**src/sv/spq_pkg.sv**
```systemverilog
// ----------------------------------------------------------------------------
// spq_pkg - shared types and constants of the sorted priority queue
// Capacity, request and status codes, and the entry and control records
// that pass between the queue top level and its cells.
// ----------------------------------------------------------------------------
package spq_pkg;

   // number of cells in the chain
   localparam int CAPACITY = 16;
   // width of the fill count, which must hold CAPACITY itself
   localparam int CNT_W = $clog2(CAPACITY + 1);

   // request codes
   localparam logic CMD_INSERT = 1'b0;
   localparam logic CMD_REMOVE = 1'b1;

   // result status codes
   localparam logic [1:0] STATUS_OK    = 2'd0;
   localparam logic [1:0] STATUS_FULL  = 2'd1;
   localparam logic [1:0] STATUS_EMPTY = 2'd2;

   // one stored entry
   typedef struct packed {
      logic signed [31:0] value;
      logic signed [31:0] priority_key;
   } entry_type;

   // broadcast control from the top level to every cell
   typedef struct packed {
      logic      insert;
      logic      remove;
      entry_type new_entry;
   } ctl_type;

endpackage

```
**src/sv/spq_cell.sv**
```systemverilog
// ----------------------------------------------------------------------------
// spq_cell - one slot of the sorted shift chain
// Holds one entry. On insert it keeps its entry, takes the new one or takes
// its left neighbour's; on remove it takes its right neighbour's entry.
// ----------------------------------------------------------------------------
module spq_cell (
   input  logic               clock,
   input  spq_pkg::ctl_type   ctl,
   input  logic               occupied,
   input  logic               left_keep,
   input  spq_pkg::entry_type left_entry,
   input  spq_pkg::entry_type right_entry,
   output logic               keep,
   output spq_pkg::entry_type entry
);
   import spq_pkg::*;

   entry_type entry_ff;
   entry_type entry_in;

   // stored entry stays where it is when it sorts at or before the new one
   assign keep = occupied && (entry_ff.priority_key <= ctl.new_entry.priority_key);

   // next entry of this slot
   always_comb begin
      entry_in = entry_ff;
      if (ctl.insert) begin
         if (!keep) begin
            if (left_keep) begin
               entry_in = ctl.new_entry;
            end else begin
               entry_in = left_entry;
            end
         end
      end else if (ctl.remove) begin
         entry_in = right_entry;
      end
   end

   // payload register, no reset needed
   always_ff @(posedge clock) begin
      entry_ff <= entry_in;
   end

   assign entry = entry_ff;

endmodule

```
**src/sv/sorted_priority_queue.sv**
```systemverilog
// ----------------------------------------------------------------------------
// sorted_priority_queue - bounded min-first priority queue
// Entries held in ascending priority order in a chain of identical cells.
// ----------------------------------------------------------------------------
// Usage:
//   A request is taken at a rising clock edge with start high and busy low.
//   req_cmd selects insert or remove; req_data_value and req_priority_req
//   carry the entry on insert and are ignored on remove. Insert places the
//   entry after every stored entry of lower or equal priority.
//   Every request gives one response in the cycle after it is taken, from the
//   response registers: rsp_strobe is high for that single cycle with
//   rsp_status, rsp_removed_value and rsp_now_empty. The receiver cannot stall,
//   so no response is ever held. Throughput is one request per cycle while busy
//   is low: all cells compare the new priority in parallel and each cell shifts,
//   keeps or loads in the same cycle.
//   busy is high only while reset is high. Reset empties the queue at once
//   (fill count to zero); cell contents are left as they are and are never
//   read before being written.
//   A full queue answers insert with status full, an empty queue answers
//   remove with status empty; the queue is unchanged in both cases.
// ----------------------------------------------------------------------------
module sorted_priority_queue (
   input  logic               clock,
   input  logic               reset,
   input  logic               start,
   output logic               busy,
   input  logic               req_cmd,
   input  logic signed [31:0] req_data_value,
   input  logic signed [31:0] req_priority_req,
   output logic               rsp_strobe,
   output logic [1:0]         rsp_status,
   output logic signed [31:0] rsp_removed_value,
   output logic               rsp_now_empty
);
   import spq_pkg::*;

   logic [CNT_W-1:0]   count_ff;
   logic [CNT_W-1:0]   count_in;
   logic               strobe_ff;
   logic [1:0]         status_ff;
   logic [1:0]         status_in;
   logic signed [31:0] removed_ff;
   logic signed [31:0] removed_in;
   logic               now_empty_ff;

   logic      accept;
   logic      full;
   logic      empty;
   ctl_type   ctl;
   logic      keep  [CAPACITY];
   logic      occ   [CAPACITY];
   entry_type cells [CAPACITY];

   // handshake
   assign busy   = reset;
   assign accept = start && !busy;

   assign full  = (count_ff == CNT_W'(CAPACITY));
   assign empty = (count_ff == '0);

   // broadcast control for the chain
   always_comb begin
      ctl.insert                 = accept && (req_cmd == CMD_INSERT) && !full;
      ctl.remove                 = accept && (req_cmd == CMD_REMOVE) && !empty;
      ctl.new_entry.value        = req_data_value;
      ctl.new_entry.priority_key = req_priority_req;
   end

   // chain of cells, occupancy from the fill count
   for (genvar i = 0; i < CAPACITY; i++) begin : g_cell
      assign occ[i] = (CNT_W'(i) < count_ff);

      if (i == 0) begin : g_first
         spq_cell u_cell (
            .clock       (clock),
            .ctl         (ctl),
            .occupied    (occ[i]),
            .left_keep   (1'b1),
            .left_entry  (ctl.new_entry),
            .right_entry (cells[i+1]),
            .keep        (keep[i]),
            .entry       (cells[i])
         );
      end else if (i == CAPACITY - 1) begin : g_last
         spq_cell u_cell (
            .clock       (clock),
            .ctl         (ctl),
            .occupied    (occ[i]),
            .left_keep   (keep[i-1]),
            .left_entry  (cells[i-1]),
            .right_entry (cells[i]),
            .keep        (keep[i]),
            .entry       (cells[i])
         );
      end else begin : g_mid
         spq_cell u_cell (
            .clock       (clock),
            .ctl         (ctl),
            .occupied    (occ[i]),
            .left_keep   (keep[i-1]),
            .left_entry  (cells[i-1]),
            .right_entry (cells[i+1]),
            .keep        (keep[i]),
            .entry       (cells[i])
         );
      end
   end

   // fill count and response contents
   always_comb begin
      count_in   = count_ff;
      status_in  = STATUS_OK;
      removed_in = '0;
      if (ctl.insert) begin
         count_in = count_ff + CNT_W'(1);
      end else if (ctl.remove) begin
         count_in   = count_ff - CNT_W'(1);
         removed_in = cells[0].value;
      end
      if (accept && (req_cmd == CMD_INSERT) && full) begin
         status_in = STATUS_FULL;
      end else if (accept && (req_cmd == CMD_REMOVE) && empty) begin
         status_in = STATUS_EMPTY;
      end
   end

   // control registers
   always_ff @(posedge clock) begin
      if (reset) begin
         count_ff  <= '0;
         strobe_ff <= 1'b0;
      end else begin
         count_ff  <= count_in;
         strobe_ff <= accept;
      end
   end

   // response payload
   always_ff @(posedge clock) begin
      if (accept) begin
         status_ff    <= status_in;
         removed_ff   <= removed_in;
         now_empty_ff <= (count_in == '0);
      end
   end

   assign rsp_strobe        = strobe_ff;
   assign rsp_status        = status_ff;
   assign rsp_removed_value = removed_ff;
   assign rsp_now_empty     = now_empty_ff;

   // every accepted request gives exactly one response in the next cycle
   a_one_response: assert property (@(posedge clock) disable iff (reset)
      !$past(reset) |-> (rsp_strobe == $past(accept)))
      else $error("response strobe does not follow accepted request");

   // fill count never passes the capacity
   a_count_bound: assert property (@(posedge clock) disable iff (reset)
      count_ff <= CNT_W'(CAPACITY))
      else $error("fill count beyond capacity");

   // insert into a full queue reports full and leaves the count alone
   a_full_insert: assert property (@(posedge clock) disable iff (reset)
      accept && (req_cmd == CMD_INSERT) && full |=>
         (rsp_status == STATUS_FULL) && (count_ff == $past(count_ff)))
      else $error("insert into full queue mishandled");

   // head of the chain is in order
   a_head_order: assert property (@(posedge clock) disable iff (reset)
      (count_ff >= CNT_W'(2)) |-> (cells[0].priority_key <= cells[1].priority_key))
      else $error("head entries out of priority order");

endmodule
```
**config.mk**
```make
export PLATFORM = sky130hd
export DESIGN_NAME = sorted_priority_queue
export DESIGN_NICKNAME = d
export VERILOG_FILES = /design/src/sv/spq_pkg.sv /design/src/sv/spq_cell.sv /design/src/sv/sorted_priority_queue.sv
export SDC_FILE = /design/constraint.sdc
export NUM_CORES = 2
export LEC_CHECK = 0
export ABC_AREA = 1
export BUFFER_PORTS_ARGS = -buffer_cell sky130_fd_sc_hd__buf_2
export CAP_MARGIN = 20
export CORE_ASPECT_RATIO = 0.75
export CORE_MARGIN = 10
export CORE_UTILIZATION = 42
export CTS_CLUSTER_SIZE = 30
export DETAILED_ROUTE_END_ITERATION = 6
export SLEW_MARGIN = 20
export SYNTH_ARGS = -nofsm -noshare
export SYNTH_HDL_FRONTEND = slang
export SYNTH_SLANG_ARGS = --single-unit
```
**constraint.sdc**
```tcl
create_clock -name clock -period 16 [get_ports clock]
set_input_delay 3.2 -clock clock [delete_from_list [all_inputs] [get_ports clock]]
set_output_delay 3.2 -clock clock [all_outputs]
set_load 0.01 [all_outputs]
```
==> results.json <==
{
  "run_status": "finished, final reports clean",
  "finalSetupViolCount": 0,
  "syn-instance-count": 9140,
  "grt_util_all_layers_pct": 26.0,
  "worst_path_max_delay_cell": "sky130_fd_sc_hd__nand2_4",
  "syn-mean-instance-area_sq_um": 7.55,
  "design.portCount": 105,
  "postRouteWirelength_um": 243000,
  "max_cap_viol_count": 0,
  "gp_congestion": 0.988,
  "worstPathArrival_ns": 8.45,
  "grt_start_max_net_pins": 83,
  "drt_iter0_markers": 7273,
  "grt_overflow_total": 0,
  "timing.hold.worst.start": "g_cell[15].g_last.u_cell.entry[59]",
  "clockRootBuffer": "sky130_fd_sc_hd__clkbuf_16",
  "synth_seq_area_share_pct": 46.3,
  "finalMaxSlewViolations": 0,
  "critPathMostFrequentCell": "sky130_fd_sc_hd__nand2_1",
  "cts.clk_slew.worst_paths_ns": 0.06,
  "cts_tree": "yes",
  "power_leakage_uw": 0.0430,
  "first_pass_grt_wire_length_um": 359000,
  "synth_top_cell_area_share_pct": 46.1,
  "reg2reg_depth": 11,
  "cts_buffers": 114,
  "clock-skew-final_ns": 0.0407,
  "place_worst_setup_slack_ns": 7.10,
  "mappedNetlistNets": 9723,
  "cts_num_sinks": 1065,
  "floorplan.initialDensity_pct": 42.4,
  "detail_route.first_pass.iterations": 6,
  "worst_pin_slew_ns": 1.20,
  "drtAntennaViolNets": 0,
  "finalWorstPathRequiredPeriod_ns": 8.07,
  "setup-tns-final_ns": 0,
  "type_of_origin_of_the_critical_path": "primary input",
  "routed_via_density": 5.27,
  "number_of_global_route_vias_before_repair": 55381,
  "dieArea_sq_mm": 0.181,
  "dp_hpwl_um": 161000,
  "post_synth_num_cell_types": 42,
  "drt-wirelength-per-cell_um": 21.5,
  "vdd_drop_max_v": 0.0000997,
  "number_of_vias_after_detailed_routing": 59505,
  "ys_dominant_reg_cell": "sky130_fd_sc_hd__edfxtp_1",
  "r2r-start": "count_ff[0]",
  "hold_viol_final": 0,
  "clk-insertion-delay-late_ns": 0.79,
  "maxClockFrequency_ghz": 0.124,
  "ys_seq_elements": 1065,
  "worst-endpoint-required_ns": 16.38,
  "unrepaired_setup_endpoints_after_global_routing": "false",
  "least_setup_slack_across_all_paths_after_layout_ns": 7.93,
  "hold_crit_endpoint": "g_cell[14].g_mid.u_cell.entry[59]",
  "coreArea_sq_mm": 0.163,
  "htree_levels": 3,
  "power_density_mw_per_mm2": 98.6,
  "clk_path_buf_depth": 3,
  "placement.io_buffers": 104,
  "timing.critical_path.slowest_cell_delay_ns": 0.88,
  "mappedNetlistArea_sq_mm": 0.0690,
  "hold_path.class": "register to register",
  "synth_enable_flop_cells": 1059,
  "final_min_period_over_clock_period_pct": 50.4,
  "timing.critical_path.to_type": "register",
  "endpoint_of_the_worst_slack_reg_to_reg_timing_path": "g_cell[5].g_mid.u_cell.entry[7]",
  "layout.nets": 9628,
  "worst_slew_margin_rel_pct": 19.7,
  "post_cts_buffers": 0,
  "netlist_top_cells_count": "sky130_fd_sc_hd__nand2_1 (5212), sky130_fd_sc_hd__inv_1 (1091), sky130_fd_sc_hd__edfxtp_1 (1059), sky130_fd_sc_hd__ha_1 (515), sky130_fd_sc_hd__a21oi_1 (223)",
  "ratio_of_cells_with_drive_above_1_in_the_final_layout_pct": 5.53,
  "synth.yosys.warnings": 0,
  "post_cts_hold_buffer_count": 0,
  "post_synth_main_area_contributors": "sky130_fd_sc_hd__edfxtp_1 (46%), sky130_fd_sc_hd__nand2_1 (28%), sky130_fd_sc_hd__ha_1 (9.3%), sky130_fd_sc_hd__inv_1 (5.9%), sky130_fd_sc_hd__a21oi_1 (1.6%)",
  "cts_repair_resize_count": 0,
  "timing_worst_setup_path_type": "primary input to register",
  "setup.reg_to_reg.worst_slack_ns": 10.18,
  "worst_hold_path.num_cells": 2,
  "antenna_found_initial": 11,
  "drcViolationCount": 0,
  "synth_async_sr_flop_share_pct": 0,
  "placement_rows": 128,
  "worstPathCellList": "buf_2 -> inv_1 -> ha_1 -> nand2_1 -> nor2_1 -> nand2_1 -> nand2_1 -> nand2_1 -> nand2_1 -> nand2_1 -> nand3_1 -> nand3_1 -> nand2_4 -> nand2_4 -> nand2_4 -> buf_4",
  "die_y_um": 371,
  "dieWidth_um": 488,
  "timing.critical_path.fanout_max": 65,
  "critPathLaunch": "req_priority_req[5]",
  "flow.area_growth_from_synthesis_pct": 8.12,
  "yosysMostFrequentCell": "sky130_fd_sc_hd__nand2_1",
  "synth_top_cell_by_area": "sky130_fd_sc_hd__edfxtp_1"
}
cell type report:
type | count | area (sq um)
Antenna cell | 4 | 10.0
Tap cell | 2145 | 2680
Clock inverter | 73 | 788
Timing Repair Buffer | 193 | 1190
Sequential cell | 1065 | 31900
Inverter | 1095 | 4120
Multi-Input combinational cell | 6576 | 30800
Fill cell | 16190 | 88300
Clock buffer | 144 | 3070
sequential cells by signal (all words and copies together) (netlist names):
register,count
rsp_status,2
rsp_strobe,1
rsp_removed_value,32
rsp_now_empty,1
g_cell.g_first.u_cell.entry,64
count_ff,5
g_cell.g_mid.u_cell.entry,896
g_cell.g_last.u_cell.entry,64
worst max-delay path: cells and delay by family:
family                     cells  cell delay (ns)
adders and majority gates      1             0.28
and+or+nand+nor               12             3.30
buffers and inverters          3             1.51
metal layers:
metal  up-vias  part of all wire, %  GRT usage (%)
met2      2866                   41           37.7
met5         -                0.011              0
met3       356                   11           5.06
met4         4                  2.7           6.85
li1      28195                    -              -
met1     28084                   46           39.4
metrics by stage:
stage	cells	power [uW]	area [sq um]	utilization, %	hold slack, ns
floorplan	9140	4160	69000	-	0.494
global placement	11074	4530	70700	43.4	0.499
detailed placement	11074	4560	70700	43.4	0.502
CTS	11291	7360	74600	45.8	0.517
global route	11292	7640	74600	45.8	0.538
finish	11295	7360	74600	45.8	0.516
how the worst max path moves through the flow:
stage | endpoint | depth (start not counted)
finish | g_cell[6].g_mid.u_cell.entry[6] | 16
detailed placement | g_cell[10].g_mid.u_cell.entry[33] | 15
CTS | g_cell[10].g_mid.u_cell.entry[12] | 15
floorplan | g_cell[15].g_last.u_cell.entry[0] | 12
global placement | g_cell[10].g_mid.u_cell.entry[14] | 15
global route | g_cell[6].g_mid.u_cell.entry[6] | 16
cells in the final DEF, fill, tap and decap left out, types with 45 or more instances in the layout:
cell	count
sky130_fd_sc_hd__clkbuf_16	116
sky130_fd_sc_hd__a21oi_1	222
sky130_fd_sc_hd__o21ai_0	61
sky130_fd_sc_hd__nand3_1	131
sky130_fd_sc_hd__nand2_4	45
sky130_fd_sc_hd__ha_1	515
sky130_fd_sc_hd__o21ai_1	50
sky130_fd_sc_hd__nand2_2	72
sky130_fd_sc_hd__inv_1	1091
sky130_fd_sc_hd__nor2_1	167
sky130_fd_sc_hd__nand2_1	5168
sky130_fd_sc_hd__edfxtp_1	1059
sky130_fd_sc_hd__buf_2	104
sky130_fd_sc_hd__buf_4	89
where the power goes:
part           switching (uW)  leakage, uW  total, uW  internal [uW]
logic                     804       0.0313       1130            329
clock network            1240      0.00188       2830           1590
registers                 110      0.00986       3400           3290
total                    2160       0.0430       7360           5200
kinds of logic after synthesis:
group / after synthesis / synth area share [%]
muxes: 1 / 0.0145
DFF: 1065 / 46.3
AOI/OAI and AO/OA: 393 / 3.06
xor gates and xnor gates: 4 / 0.0508
and+or+nand+nor: 5663 / 31.6
buffers and inverters: 1499 / 9.64
adders and majority gates: 515 / 9.34
Power figures use the tool's default switching activity.
